--- config.mk ---
export PLATFORM = sky130hd
export DESIGN_NAME = arse_draw
export DESIGN_NICKNAME = d
export VERILOG_FILES = /design/src/rtl/arse_pkg.sv /design/src/rtl/arse_draw.sv
export SDC_FILE = /design/constraint.sdc
export NUM_CORES = 2
export LEC_CHECK = 0
export ABC_AREA = 0
export BUFFER_PORTS_ARGS = -buffer_cell sky130_fd_sc_hd__buf_2
export CORE_MARGIN = 2
export CORE_UTILIZATION = 50
export CTS_BUF_LIST = sky130_fd_sc_hd__clkbuf_4
export DETAILED_ROUTE_END_ITERATION = 10
export PLACE_DENSITY = 0.76
export SYNTH_ARGS = -nofsm -noshare
export SYNTH_HDL_FRONTEND = slang
export SYNTH_SLANG_ARGS = --single-unit
export TNS_END_PERCENT = 50
--- constraint.sdc ---
create_clock -name clk_i -period 15.5 [get_ports clk_i]
set_clock_uncertainty 0.15 [all_clocks]
set_input_delay 3.1 -clock clk_i [delete_from_list [all_inputs] [get_ports clk_i]]
set_output_delay 3.1 -clock clk_i [all_outputs]
set_load 0.02 [all_outputs]
--- src/rtl/arse_pkg.sv ---
// shared types and constants of the adaptive random search engine
// no dependencies; imported by arse_draw and adaptive_random_search_engine
`default_nettype none

package arse_pkg;

  localparam int ValueBits    = 32;
  localparam int MaxParamsDef = 16;
  localparam int MaxKeptDef   = 32;
  localparam int CfgIdxBits   = 3;

  // 9999.0 in q16.16, starting minimum of a bound rebuild
  localparam logic signed [ValueBits-1:0] StartMin = 32'sd655294464;

  localparam logic [47:0] LcgMul  = 48'h0005_DEEC_E66D;
  localparam logic [47:0] LcgAdd  = 48'h0000_0000_000B;
  localparam logic [15:0] SeedLow = 16'h330E;

  typedef enum logic [1:0] {
    CmdLoad  = 2'd0,
    CmdGen   = 2'd1,
    CmdScore = 2'd2,
    CmdNone  = 2'd3
  } cmd_e;

  typedef enum logic [CfgIdxBits-1:0] {
    CfgParamCount = 3'd0,
    CfgKeepCount  = 3'd1,
    CfgCritical   = 3'd2,
    CfgMaximize   = 3'd3,
    CfgBurnIn     = 3'd4,
    CfgConverge   = 3'd5,
    CfgSeed       = 3'd6,
    CfgSpare      = 3'd7
  } cfg_idx_e;

  typedef enum logic [3:0] {
    StIdle,
    StGenRd,
    StGenGo,
    StGenWait,
    StGenEmit,
    StScan,
    StDecide,
    StCpRd,
    StCpWr,
    StAdRd,
    StAdCmp,
    StAdWr,
    StSpread,
    StScEmit
  } state_e;

  // control from the sequencer to the draw unit
  typedef struct packed {
    logic        start;
    logic        reseed;
    logic [31:0] seed;
  } draw_req_t;

endpackage

`default_nettype wire

--- src/rtl/arse_draw.sv ---
// random draw unit: 48-bit lcg step and uniform scaling between two bounds
// depends on arse_pkg
`default_nettype none

module arse_draw (
  input  wire                                   clk_i,
  input  wire                                   rst_ni,
  input  arse_pkg::draw_req_t                   req_i,
  input  wire logic signed [arse_pkg::ValueBits-1:0] lo_i,
  input  wire logic signed [arse_pkg::ValueBits-1:0] hi_i,
  output logic                                  done_o,
  output logic signed [arse_pkg::ValueBits-1:0] value_o
);
  import arse_pkg::*;

  logic [47:0] rng_q;
  logic        v1_q, v2_q, v3_q;
  logic [47:0] pp0_q;
  logic [15:0] pp1_q, pp2_q;
  logic signed [31:0] lo_q;
  logic [31:0] mag_q;
  logic        neg_q;
  logic [62:0] prod_q;

  logic signed [32:0] diff;
  logic [63:0] p0;
  logic [31:0] p1, p2;
  logic [47:0] rng_d;

  always_comb begin
    diff  = 33'(hi_i) - 33'(lo_i);
    p0    = rng_q[31:0] * LcgMul[31:0];
    p1    = 32'(rng_q[47:32]) * 32'(LcgMul[15:0]);
    p2    = 32'(rng_q[15:0]) * 32'(LcgMul[34:32]);
    rng_d = pp0_q + {16'(pp1_q + pp2_q), 32'd0} + LcgAdd;
  end

  // rng state: split product, high partial products only matter mod 2^48
  always_ff @(posedge clk_i or negedge rst_ni) begin
    if (!rst_ni) begin
      rng_q <= {32'd0, SeedLow};
      v1_q  <= 1'b0;
      v2_q  <= 1'b0;
      v3_q  <= 1'b0;
    end else begin
      v1_q <= req_i.start;
      v2_q <= v1_q;
      v3_q <= v2_q;
      if (req_i.reseed) begin
        rng_q <= {req_i.seed, SeedLow};
      end else if (v1_q) begin
        rng_q <= rng_d;
      end
    end
  end

  always_ff @(posedge clk_i) begin
    if (req_i.start) begin
      pp0_q <= p0[47:0];
      pp1_q <= p1[15:0];
      pp2_q <= p2[15:0];
      lo_q  <= lo_i;
      neg_q <= diff[32];
      mag_q <= diff[32] ? 32'(-diff) : diff[31:0];
    end
    if (v2_q) begin
      prod_q <= 63'(mag_q * 63'(rng_q[47:17]));
    end
  end

  assign done_o  = v3_q;
  assign value_o = neg_q ? lo_q - $signed(prod_q[62:31]) : lo_q + $signed(prod_q[62:31]);

endmodule

`default_nettype wire
Yosys cells after proc, flatten, opt, wreduce, memory -nomap -nowiden
Cells that the tools add are included.

Flip-flop bits (word level): 259. Input port bits: 100. Logic and storage cells: 27.

Add/sub/neg operators: 7. $mul: 4. Mux-type cells: 4. Reductions and logical operators: 1.

Operators by type and width (count): 48-bit two-way mux (2); 32-bit two-way mux (2); 32-bit by 31-bit multiplier with 63-bit output (1); 48-bit by 4-bit adder with 48-bit output, second input constant (1); 48-bit adder (1); 32-bit by 32-bit multiplier with 48-bit output, second input constant (1); 32-bit by 32-bit subtractor with 33-bit output (1); 32-bit adder (1); 32-bit negation (1); 32-bit subtractor (1); 16-bit adder (1); 16-bit by 14-bit multiplier with 16-bit output, second input constant (1); 16-bit by 3-bit multiplier with 16-bit output, second input constant (1); 2-bit nonzero test (1).

Logic depth before layout (Yosys ltp)
Depth after elaboration: 5. Depth in mapped cells: 29.

Worst setup path after synthesis
No wires, ideal clock.

Path type: register to register. Start: register rng_q[24]. End: register prod_q[41] (data pin). Arrival: 7.171 ns. Path slack: 7.921 ns. Stages on the path, launching flop included: 24. Path buffers: 2. Period minus slack after synthesis: 7.579 ns. Cells stage by stage: dfrtp_1 clkbuf_1 clkbuf_1 and2_1 fa_1 fa_1 inv_1 fa_1 fa_1 inv_1 fa_1 fa_1 fa_1 fa_1 ha_1 a211oi_1 nor4b_1 o21ai_0 o21ai_0 o21ai_0 a31o_2 a21o_1 a31oi_1 xnor2_1.

Cells in the longest elaborated chain, start to end: 1.

Ends and longest elaborated chain: start: declaration (line arse_draw.sv:16) `logic [47:0] rng_q;`; start signal: assignment (line arse_draw.sv:41) `rng_q <= {32'd0, SeedLow};`; start signal: assignment (line arse_draw.sv:50) `rng_q <= {req_i.seed, SeedLow};`; start signal: assignment (line arse_draw.sv:52) `rng_q <= rng_d;`; 32-bit by 31-bit multiplier with 63-bit output (line arse_draw.sv:67) `prod_q <= 63'(mag_q * 63'(rng_q[47:17]));`; end signal: assignment (line arse_draw.sv:67); end: declaration (line arse_draw.sv:23) `logic [62:0] prod_q;`.

No other way between the ends. A chain may end at the register's enable or synchronous reset.

Worst setup path in the final report
Start: register mag_q[9]. End: register prod_q[59] (data pin).

Cells in the longest elaborated chain, start to end: 1.

Ends and longest elaborated chain: start: declaration (line arse_draw.sv:21) `logic [31:0] mag_q;`; start signal: assignment (line arse_draw.sv:64) `mag_q <= diff[32] ? 32'(-diff) : diff[31:0];`; 32-bit by 31-bit multiplier with 63-bit output (line arse_draw.sv:67).

No other way between the ends.

==> summary.txt <==
Finish
  – Final #Nets: around 8700
  – Final Instance Area: 66700 um2
  – Post-synthesis to final-layout area growth: 5.41%
  – Layout cells sized above 1: ~5.1%
  – Fillers: 11100

Clock tree
  – Hold buffers post-CTS: 0
  – # H-tree levels: 3
  – Clock latency on the worst-skew pair: roughly 0.98 ns
  – CTS Buf Count: 68
  – CTS tree: yes
  – Setup Buffers After CTS: 0
  – Bufs on Longest Clock Path: 3
  – Clk sink count: 225
  – Root Buffer: clkbuf_4
  – Worst-path clk slew: 0.07 ns
  – PostCTS Resize Cnt: 0

Global route
  – Gr ovfl total: 0
  – Number of global-route vias before repair: 49300
  – Largest net degree at the start of global routing: 84
  – Tot GR Track Use: 27.8%
  – Met1 Usage GRT: 36.8%
  – GRT met2 Usage: 44.4%
  – First-pass GRT wire length: roughly 280000 um
  – GR peak layer: met2
  – Met3 Use GR: under 10%
  – Initial antenna violation count: 11

Yosys
  – Mean area per synthesized cell: about 9.7 um2
  – Ys async rst share: between 20% and 30%
  – Top_reg_cell synth: edfxtp_1
  – Seq/Total Area, Yosys: between 10% and 20%
  – Area leader, netlist: fa_1
  – Synth Register Bits: ~230
  – Cell Area, Synth: 63300 um2
  – Synth Net Count: 8678
  – YS warnings: 0
  – Largest cells by area after synthesis: fa_1 (43%), ha_1 (13%), inv_1 (9.4%), edfxtp_1 (8.3%), and2_1 (5.4%)
  – Post-synth EDFFs: around 170
  – Number of library cell types mapped by synthesis: 83
  – Top post-synthesis cells by count: inv_1 (1590), fa_1 (1345), ha_1 (678)
  – Post-Synthesis Cells: 6555
  – Yosys top cell area share: 42.6%
  – Most common cell in the netlist: inv_1

STA
  – # setup viols final: 0
  – Slew @ Worst Pin: ~1.4 ns
  – Rel. slew slack: 7.05%
  – Max-slew violations: 0
  – Hold slack: 0.395 ns
  – Final hold violation count: 0
  – Min Tclk post-route: 9.52 ns
  – Setup TNS: 0 ns
  – FMAX: approximately 110 MHz
  – RSZ-0062 raised after global routing: false
  – Crit share post-route: about three fifths

Hold path
  – Hold Crit Class: reg -> reg
  – Hold path start: rng_q[32]

Floorplanning
  – Die Ht: 360 um
  – Rows: 130
  – Width of the die: between 300 and 400 um
  – Starting density of the core: 50.4%
  – DIE AREA: 129000 um2
  – Core ar.: approximately 130000 um2
  – I/O pin total: 133

Worst setup path
  – CP dominant cell by count: fa_1
  – Startpoint types: flip-flop
  – Reg2reg start: mag_q[9]
  – Peak per-stage delay on the critical path: 1.22 ns
  – Crit-path slowest cell: edfxtp_1
  – Critical path data required time: 15.99 ns
  – Kind of cell adding the most delay to the critical path: adder cells
  – Worst Setup SP: mag_q[9]
  – Worst EP arrival: 10.00 ns
  – Worst path bufs/invs: 7
  – Setup CP Type: reg -> reg
  – Crit path max fanout: 31
  – CP endpoint kind: flip-flop

Drt
  – Final ANT Viol Nets: 0
  – Starting DRC count in detailed routing: 3700
  – Vias: 46100
  – Drt drc: 0
  – WL final: ~180000 um
  – Routed WL per cell: 21.2 um
  – Vias per std cell: 5.55
  – DRT Pass-1 Iters: 5

Flow run
  – Max Cap Viol: 0

Placed design
  – Final HPWL DP: 141000 um
  – DP Area: between 60000 and 70000 um2
  – RD Place Congestion: 1.06
  – IO buf count: around 130

Outcome
  – Status: complete, no violations
## cells by family (layout without fill, tap and decap cells)
family	after synthesis	in the layout	share of synthesized area, %
and+or+nand+nor	1567	1567	12.5
adders and majority gates	2023	2023	56.0
xor gates and xnor gates	289	289	4.00
buffers and inverters	1821	1913	10.8
muxes	15	15	0.237
other	0	4	0
DFF	225	225	10.3
AOI/OAI and AO/OA	615	615	6.22
## layout make-up
type | instances | area, um2 | area share, %
antenna | 4 | 10.0 | 0.0150
clock buffer | 82 | 616 | 0.923
clock inverter | 41 | 395 | 0.593
inverter | 1590 | 5970 | 8.95
multi-input combinational | 4509 | 49900 | 74.9
sequential | 225 | 6510 | 9.77
tap | 1650 | 2060 | 3.10
timing repair buffer | 200 | 1190 | 1.79
## cells in the final DEF (no fill, tap or decap), types with 66 or more instances in the layout
| cell type | synthesis | layout |
|---|---|---|
| a21oi_1 | 181 | 181 |
| xor2_1 | 75 | 75 |
| buf_4 | 0 | 66 |
| xnor2_1 | 214 | 214 |
| clkbuf_4 | 0 | 82 |
| inv_1 | 1590 | 1590 |
| and2_1 | 550 | 550 |
| fa_1 | 1345 | 1345 |
| buf_2 | 3 | 132 |
| a21o_1 | 89 | 89 |
| nor2_1 | 150 | 150 |
| edfxtp_1 | 174 | 174 |
| o21ai_0 | 136 | 136 |
| nand2_1 | 607 | 607 |
| ha_1 | 678 | 678 |
## layer usage
layer  vias to the layer above  wire [um]
met5                         -         54
met4                        10       9090
met3                       488      17000
met2                      2259      81000
met1                     23300      68800
li1                      20000          -
## through the flow
| stage | cells | utilization (%) | setup WS [ns] |
|---|---|---|---|
| final | 8301 | 53.1 | 5.98 |
| after detailed placement | 8173 | 52.3 | 6.17 |
| after CTS | 8296 | 53.1 | 6.07 |
| after global placement | 8172 | 52.3 | 6.23 |
| after global routing | 8300 | 53.1 | 5.79 |
| after floorplan | 6555 | - | 7.92 |
## state kept, by name (all words and copies together) (netlist names)
name	flops
pp2_q	13
mag_q	32
v1_q	1
lo_q	32
neg_q	1
prod_q	32
pp0_q	48
v2_q	1
rng_q	48
pp1_q	16
done_o	1
## worst paths after layout
check / end / slack (ns) / cells after the start
max: prod_q[59] / 5.98 / 27
min: pp1_q[0] / 0.39 / 0
max reg2reg: prod_q[59] / 5.98 / 27
min reg2reg: pp1_q[0] / 0.39 / 0
max in group asynchronous: rng_q[17] / 12.34 / 2
min in group asynchronous: rng_q[45] / 2.14 / 2
Power is not shown: default switching activity piles up to over one toggle a cycle in this logic, so the estimate is an artifact.
